[src/rtl/cfta_pkg.sv]
`default_nettype none
package cfta_pkg;
  localparam int COMP_W = 16;
  localparam int MAG_W = COMP_W + 1;
  localparam int NUM_W = MAG_W + 1;
  localparam int Q_W = 17;
  localparam int SIZE_W = 13;
  localparam int MAX_DIM = 4096;
  localparam int OFS_W = 26;
  localparam int DIV_STAGES = 4;

  typedef enum logic [2:0] {
    FACE_PX = 3'd0,
    FACE_NX = 3'd1,
    FACE_PY = 3'd2,
    FACE_NY = 3'd3,
    FACE_PZ = 3'd4,
    FACE_NZ = 3'd5
  } face_t;

  localparam logic [0:0] REG_WIDTH = 1'b0;
  localparam logic [0:0] REG_HEIGHT = 1'b1;
endpackage
`default_nettype wire

[src/rtl/cubemap_face_texel_address.sv]
// Cube map face select and texel address.
// Input channel: in_valid/in_stall with in_dir_x/y/z, signed Q1.14; y is
// negated internally before face selection.
// Output channel: out_valid/out_stall with face, texel column and row, the
// RGB byte offset (col + row*width)*3, and a zero-direction flag.
// Configuration: APB-style, face_width at 0x0, face_height at 0x4; write
// them only while no request is in flight.
// Throughput: one request per cycle while out_stall does not hold the pipe.
// Pipeline: one stage for face select, eight for the two restoring
// dividers (two or three quotient bits per stage for each of u and v,
// run side by side), then scale multiply and the offset multiply-add.
// Stall: the whole pipe holds when out_valid is high and out_stall is
// high; in_stall then rises and nothing is lost or repeated. Empty stages
// hold as well, so bubbles stay where they are.
// Reset: the pipe empties and both sizes return to 512.
`default_nettype none
module cubemap_face_texel_address (
  input  wire logic                clk,
  input  wire logic                rst_n,
  input  wire logic                in_valid,
  output logic                     in_stall,
  input  wire logic signed [cfta_pkg::COMP_W-1:0] in_dir_x,
  input  wire logic signed [cfta_pkg::COMP_W-1:0] in_dir_y,
  input  wire logic signed [cfta_pkg::COMP_W-1:0] in_dir_z,
  output logic                     out_valid,
  input  wire logic                out_stall,
  output logic [2:0]               out_face,
  output logic [11:0]              out_texel_col,
  output logic [11:0]              out_texel_row,
  output logic [25:0]              out_byte_offset,
  output logic                     out_zero_direction,
  input  wire logic                psel,
  input  wire logic                penable,
  input  wire logic                pwrite,
  input  wire logic [2:0]          paddr,
  input  wire logic [31:0]         pwdata,
  output logic [31:0]              prdata,
  output logic                     pready
);
  import cfta_pkg::*;

  localparam int NDS = 2 * DIV_STAGES;
  localparam int NST = NDS + 3;

  typedef struct packed {
    logic [2:0]        face;
    logic              zero;
    logic [NUM_W-1:0]  ru;
    logic [NUM_W-1:0]  rv;
    logic [Q_W-1:0]    qu;
    logic [Q_W-1:0]    qv;
    logic [NUM_W+Q_W-1:0] nu;
    logic [NUM_W+Q_W-1:0] nv;
    logic [MAG_W-1:0]  major;
  } div_t;

  logic [SIZE_W-1:0] width_r, height_r;
  logic [NST-1:0] vld_r;
  logic adv;

  assign pready = 1'b1;
  assign adv = !(out_valid && out_stall);
  assign in_stall = !adv;
  assign out_valid = vld_r[NST-1];

  always_ff @(posedge clk) begin
    if (!rst_n) begin
      width_r <= SIZE_W'(512);
      height_r <= SIZE_W'(512);
    end else if (psel && penable && pwrite) begin
      if (paddr[2] == REG_WIDTH) width_r <= pwdata[SIZE_W-1:0];
      else height_r <= pwdata[SIZE_W-1:0];
    end
  end

  always_comb begin
    prdata = '0;
    if (paddr[2] == REG_WIDTH) prdata[SIZE_W-1:0] = width_r;
    else prdata[SIZE_W-1:0] = height_r;
  end

  logic [SIZE_W-1:0] w_use, h_use;
  always_comb begin
    w_use = width_r;
    h_use = height_r;
    if (width_r == '0) w_use = SIZE_W'(1);
    else if (width_r > SIZE_W'(MAX_DIM)) w_use = SIZE_W'(MAX_DIM);
    if (height_r == '0) h_use = SIZE_W'(1);
    else if (height_r > SIZE_W'(MAX_DIM)) h_use = SIZE_W'(MAX_DIM);
  end

  always_ff @(posedge clk) begin
    if (!rst_n) vld_r <= '0;
    else if (adv) vld_r <= {vld_r[NST-2:0], in_valid};
  end

  // stage 0: face select, numerators
  logic signed [MAG_W-1:0] x, y, z, ax, ay, az, uc, vc, mj;
  logic [NUM_W-1:0] su, sv;
  logic [2:0] fsel;
  div_t d0;
  always_comb begin
    x = MAG_W'(in_dir_x);
    y = -MAG_W'(in_dir_y);
    z = MAG_W'(in_dir_z);
    ax = x[MAG_W-1] ? -x : x;
    ay = y[MAG_W-1] ? -y : y;
    az = z[MAG_W-1] ? -z : z;
    mj = '0; uc = '0; vc = '0; fsel = FACE_PX;
    if (x > 0 && ax >= ay && ax >= az) begin mj = ax; uc = -z; vc = y; fsel = FACE_PX; end
    if (x <= 0 && ax >= ay && ax >= az) begin mj = ax; uc = z; vc = y; fsel = FACE_NX; end
    if (y > 0 && ay >= ax && ay >= az) begin mj = ay; uc = x; vc = -z; fsel = FACE_PY; end
    if (y <= 0 && ay >= ax && ay >= az) begin mj = ay; uc = x; vc = z; fsel = FACE_NY; end
    if (z > 0 && az >= ax && az >= ay) begin mj = az; uc = x; vc = y; fsel = FACE_PZ; end
    if (z <= 0 && az >= ax && az >= ay) begin mj = az; uc = -x; vc = y; fsel = FACE_NZ; end
    su = NUM_W'(uc + mj);
    sv = NUM_W'(vc + mj);
    d0 = '0;
    d0.zero = (x == 0) && (y == 0) && (z == 0);
    d0.face = d0.zero ? FACE_PX : fsel;
    d0.major = d0.zero ? MAG_W'(1) : MAG_W'(mj);
    // numerator (c+major)*32768: its bits above the low Q_W are (c+major)/4,
    // always below major, so preload them as the remainder and shift the
    // low Q_W bits through the divider MSB first
    d0.ru = su >> 2;
    d0.rv = sv >> 2;
    d0.nu = {su[1:0], (NUM_W+Q_W-2)'(0)};
    d0.nv = {sv[1:0], (NUM_W+Q_W-2)'(0)};
  end

  div_t dv_r [NDS+1];
  always_ff @(posedge clk) if (adv) dv_r[0] <= d0;

  // restoring division, two or three quotient bits per stage
  for (genvar s = 0; s < NDS; s++) begin : g_div
    localparam int LO = (s * Q_W) / NDS;
    localparam int HI = ((s + 1) * Q_W) / NDS;
    div_t dn;
    always_comb begin
      logic [NUM_W:0] tu, tv;
      dn = dv_r[s];
      for (int b = LO; b < HI; b++) begin
        tu = {dn.ru, dn.nu[NUM_W+Q_W-1]};
        tv = {dn.rv, dn.nv[NUM_W+Q_W-1]};
        dn.nu = dn.nu << 1;
        dn.nv = dn.nv << 1;
        if (tu >= (NUM_W+1)'(dn.major)) begin
          tu = tu - (NUM_W+1)'(dn.major); dn.qu = {dn.qu[Q_W-2:0], 1'b1};
        end else dn.qu = {dn.qu[Q_W-2:0], 1'b0};
        if (tv >= (NUM_W+1)'(dn.major)) begin
          tv = tv - (NUM_W+1)'(dn.major); dn.qv = {dn.qv[Q_W-2:0], 1'b1};
        end else dn.qv = {dn.qv[Q_W-2:0], 1'b0};
        dn.ru = tu[NUM_W-1:0];
        dn.rv = tv[NUM_W-1:0];
      end
    end
    always_ff @(posedge clk) if (adv) dv_r[s+1] <= dn;
  end

  // quotient <= 65536 fits Q_W bits

  // scale stage
  div_t dq;
  assign dq = dv_r[NDS];
  logic [Q_W+SIZE_W-1:0] pc, pr;
  logic [SIZE_W-1:0] col_c, row_c;
  always_comb begin
    pc = Q_W'(dq.qu) * (Q_W+SIZE_W)'(w_use);
    pr = Q_W'(dq.qv) * (Q_W+SIZE_W)'(h_use);
    col_c = SIZE_W'(pc >> 16);
    row_c = SIZE_W'(pr >> 16);
    if (col_c > w_use - 1'b1) col_c = w_use - 1'b1;
    if (row_c > h_use - 1'b1) row_c = h_use - 1'b1;
  end

  logic [2:0] f1_r;
  logic z1_r;
  logic [11:0] c1_r, r1_r;
  always_ff @(posedge clk) if (adv) begin
    f1_r <= dq.face;
    z1_r <= dq.zero;
    c1_r <= dq.zero ? 12'd0 : col_c[11:0];
    r1_r <= dq.zero ? 12'd0 : row_c[11:0];
  end

  logic [OFS_W+1:0] lin;
  assign lin = (OFS_W+2)'(c1_r) + (OFS_W+2)'(r1_r) * (OFS_W+2)'(w_use);
  always_ff @(posedge clk) if (adv) begin
    out_face <= f1_r;
    out_zero_direction <= z1_r;
    out_texel_col <= c1_r;
    out_texel_row <= r1_r;
    out_byte_offset <= OFS_W'(lin * (OFS_W+2)'(3));
  end
endmodule
`default_nettype wire

[config.mk]
export PLATFORM = sky130hd
export DESIGN_NAME = cubemap_face_texel_address
export DESIGN_NICKNAME = d
export VERILOG_FILES = /design/src/rtl/cfta_pkg.sv /design/src/rtl/cubemap_face_texel_address.sv
export SDC_FILE = /design/constraint.sdc
export NUM_CORES = 2
export LEC_CHECK = 0
export BUFFER_PORTS_ARGS = -buffer_cell sky130_fd_sc_hd__buf_2
export CAP_MARGIN = 5
export CORE_AREA = 3 3 404 406
export CTS_BUF_LIST = sky130_fd_sc_hd__clkbuf_4 sky130_fd_sc_hd__clkbuf_8 sky130_fd_sc_hd__clkbuf_16
export CTS_CLUSTER_DIAMETER = 40
export DETAILED_ROUTE_END_ITERATION = 6
export DIE_AREA = 0 0 407 409
export PLACE_DENSITY = 0.68
export SYNTH_ARGS = -nofsm -noshare
export SYNTH_HDL_FRONTEND = slang
export SYNTH_SLANG_ARGS = --single-unit
export TNS_END_PERCENT = 1
[constraint.sdc]
create_clock -name clk -period 19.38 [get_ports clk]
set_input_delay 0 -clock clk [delete_from_list [all_inputs] [get_ports clk]]
set_output_delay 0 -clock clk [all_outputs]
set_load 0.01 [all_outputs]
==> impl_metrics.tcl <==
set metrics [dict create \
    grt_usage_pct 24.30 \
    place_inst 10650 \
    yosysUniqueCellTypes 99 \
    grt_start_max_net_pins 164 \
    startpoint_type "input pin" \
    setup_tns_ns 0 \
    crit_required_ns 19.86 \
    drt-wirelength-per-cell_um 18.71 \
    grt_pass1_vias 61800 \
    post_drt_via_cell_ratio 5.696 \
    ys_seq_elements 725 \
    fillers 14250 \
    cp_num_buf_inv 4 \
    synth_area_mm2 0.07988 \
    avgSynthCellArea_um2 9.342 \
    clock_skew_ns 0.04349 \
    vias 62180 \
    clk_pin_slew_ns 0.05 \
    seqCellArea_mm2 0.02140 \
    worst_pin_slew_ns 1.170 \
    area_growth_pct 9.493 \
    final_cell_count_no_fill 10920 \
    max_slew_margin_pct 21.85 \
    dp_hpwl_um 160200 \
    clock-sinks 725 \
    die_h_um 409 \
    syn-instance-count 8550 \
    ant_nets 0 \
    crit_slowest_cell "dlygate4sd3_1" \
    cp_max_fo 28 \
    cts-htree-levels 3 \
    dieArea_mm2 0.1665 \
    root_buffer "clkbuf_16" \
    yosys.area_share.adder_pct 26.12 \
    synth_ff_type "edfxtp_1" \
    maxCapViolCount 0 \
    first_pass_iters 6 \
    std_cell_rows 147 \
    ios 179 \
    die_w_um 407 \
    multi_input_area_mm2 0.05389 \
    hp-class "input pin to register" \
    yosysWarnings 0 \
    synth_top_family_by_area "adder cells" \
    clock_path_buffers 3 \
    antenna_found_initial 3 \
    drive_above_1_share_pct 9.481 \
    critical_path_class "input pin to register" \
    seq_area_frac_synth_pct 26.79 \
    synth_compound_area_share_pct 14.45 \
    cts_tree "done" \
    grt_pass1_wl_um 327200 \
    min_period_over_period_pct 49.79 \
    cp_top_family "simple AND/OR/NAND/NOR gates" \
    rsz0062_at_grt "false" \
    synth_mux_area_share_pct 5.193 \
    synth_async_sr_flop_share_pct 0 \
    synth-edff-count 688 \
    endpoint_kind "register" \
    maxSlewViolCount 0 \
    drt_iter0_markers 4636 \
    numCtsBuffers 120 \
    finalNetCount 10120 \
    synth-simple-area-share_pct 15.01 \
    setup_viol 0 \
    max_freq_mhz 103.6 \
    finalHoldViolations 0 \
    gp_congestion 0.9309 \
    cts-resized-gates 0 \
    status "finished clean" \
    start_util_pct 49.86 \
    ctsHoldBuffers 35 \
    synth_xor_area_share_pct 6.518 \
    core_mm2 0.1602 \
    wl_um 204300 \
    arrival_ns 10.13 \
    gr-total-overflow 0 \
    drcViolationCount 0 \
    io_buffers 137 \
    max_stage_delay_ns 0.59 \
    postCtsSetupBuffers 0 \
    clock_latency_ns 0.77 \
    min_period_ns 9.650 \
    crit_top_cell "or3_1" \
]
## metal layers
metal / wire, um / track usage, %
met1: 92910 / 33.62
met2: 93560 / 39.25
met3: 11120 / 3.030
met4: 6691 / 8.457
met5: 13 / 0
## cells by family (layout without fill, tap and decap cells)
logic type | after synthesis | count (layout)
other cells | 2 | 25
simple gates | 2465 | 2465
buf+inv | 1225 | 1409
fa+ha+maj | 1386 | 1386
flops | 725 | 725
mux | 373 | 373
compound gates | 1782 | 1782
xor+xnor | 592 | 592
## flip-flops by register name (all words and copies together), names as in the netlist
name,flops
r1_r,12
out_zero_direction,1
f1_r,3
c1_r,12
width_r,13
z1_r,1
out_texel_row,12
out_face,3
vld_r,11
height_r,13
out_texel_col,12
out_byte_offset,26
dv_r,606
## layout make-up
type,count,share of cell area [%]
clock inverter,94,1.379
timing repair buffer,228,1.680
sequential,725,24.47
multi-input combinational,6620,61.62
antenna,3,0.008584
clock buffer,135,3.670
tap,2160,3.090
inverter,952,4.086
## tightest hold or removal path, stage by stage
cell and delay, ns:
buf_2 0.17, xor2_1 0.08, o21ai_1 0.12, ha_1 0.18, xnor2_1 0.13
## layout by cell type, fill, tap and decap left out, types with 18 or more instances in the layout
master,instances
a21oi_1,458
o31ai_1,56
nor3_1,130
or3_1,59
o221ai_1,18
o211ai_1,30
clkbuf_16,125
a31oi_1,35
dfxtp_1,36
a211oi_1,56
edfxtp_1,688
inv_6,20
o21bai_1,68
nand4_1,99
or2_2,22
conb_1,22
nand3_1,115
nor2_1,515
nor4_1,28
a21o_1,240
a21boi_0,101
o21a_1,130
xor2_1,196
nand2b_1,82
xnor2_1,394
buf_4,55
and3_1,49
fa_1,469
and4_1,19
ha_1,916
nor2b_1,132
and2_1,328
dlygate4sd3_1,35
mux2i_1,42
o21ai_0,380
nand2_1,810
inv_1,948
mux2_2,328
buf_2,137
## cells in the mapped netlist, drive strengths merged (59+ instances only)
cell / instances / area share [%]
inv: 952 / 4.5
ha: 916 / 14
nand2: 812 / 3.8
edfxtp: 688 / 26
nor2: 518 / 2.4
fa: 469 / 12
a21oi: 458 / 2.9
xnor2: 395 / 4.3
o21ai: 394 / 2.5
mux2: 331 / 4.7
and2: 328 / 2.6
a21o: 240 / 2.3
clkbuf: 207 / 0.97
xor2: 196 / 2.1
nor2b: 143 / 1.1
nor3: 130 / 0.81
o21a: 130 / 1.2
nand3: 115 / 0.72
a21boi: 103 / 0.97
nand4: 99 / 0.78
nand2b: 82 / 0.64
o21bai: 68 / 0.64
buf: 66 / 0.46
or3: 59 / 0.46
## through the flow
step	cell area [um2]	setup WS, ns	hold slack [ns]	util [%]
after detailed placement	82680	10.05	0.2624	51.61
after floorplan	79950	9.501	0.1242	-
after global placement	82680	10.17	0.2713	51.61
final	87460	9.730	0.06412	54.59
after global routing	87450	9.305	0.05944	54.59
after CTS	87450	10.03	0.004333	54.59
## final timing paths
check	startpoint	end	slack, ns	cells past startpoint
hold / removal	in_dir_z[14]	dv_r[0][129]	0.06	5
setup / recovery	in_dir_z[0]	dv_r[0][149]	9.73	37
setup reg to reg	height_r[12]	r1_r[1]	10.03	28
hold reg to reg	dv_r[0][572]	dv_r[0][731]	0.41	0
Power is left out: the tool's default activity adds up to more than one toggle a clock period on the data nets, which glitch-free logic cannot reach.
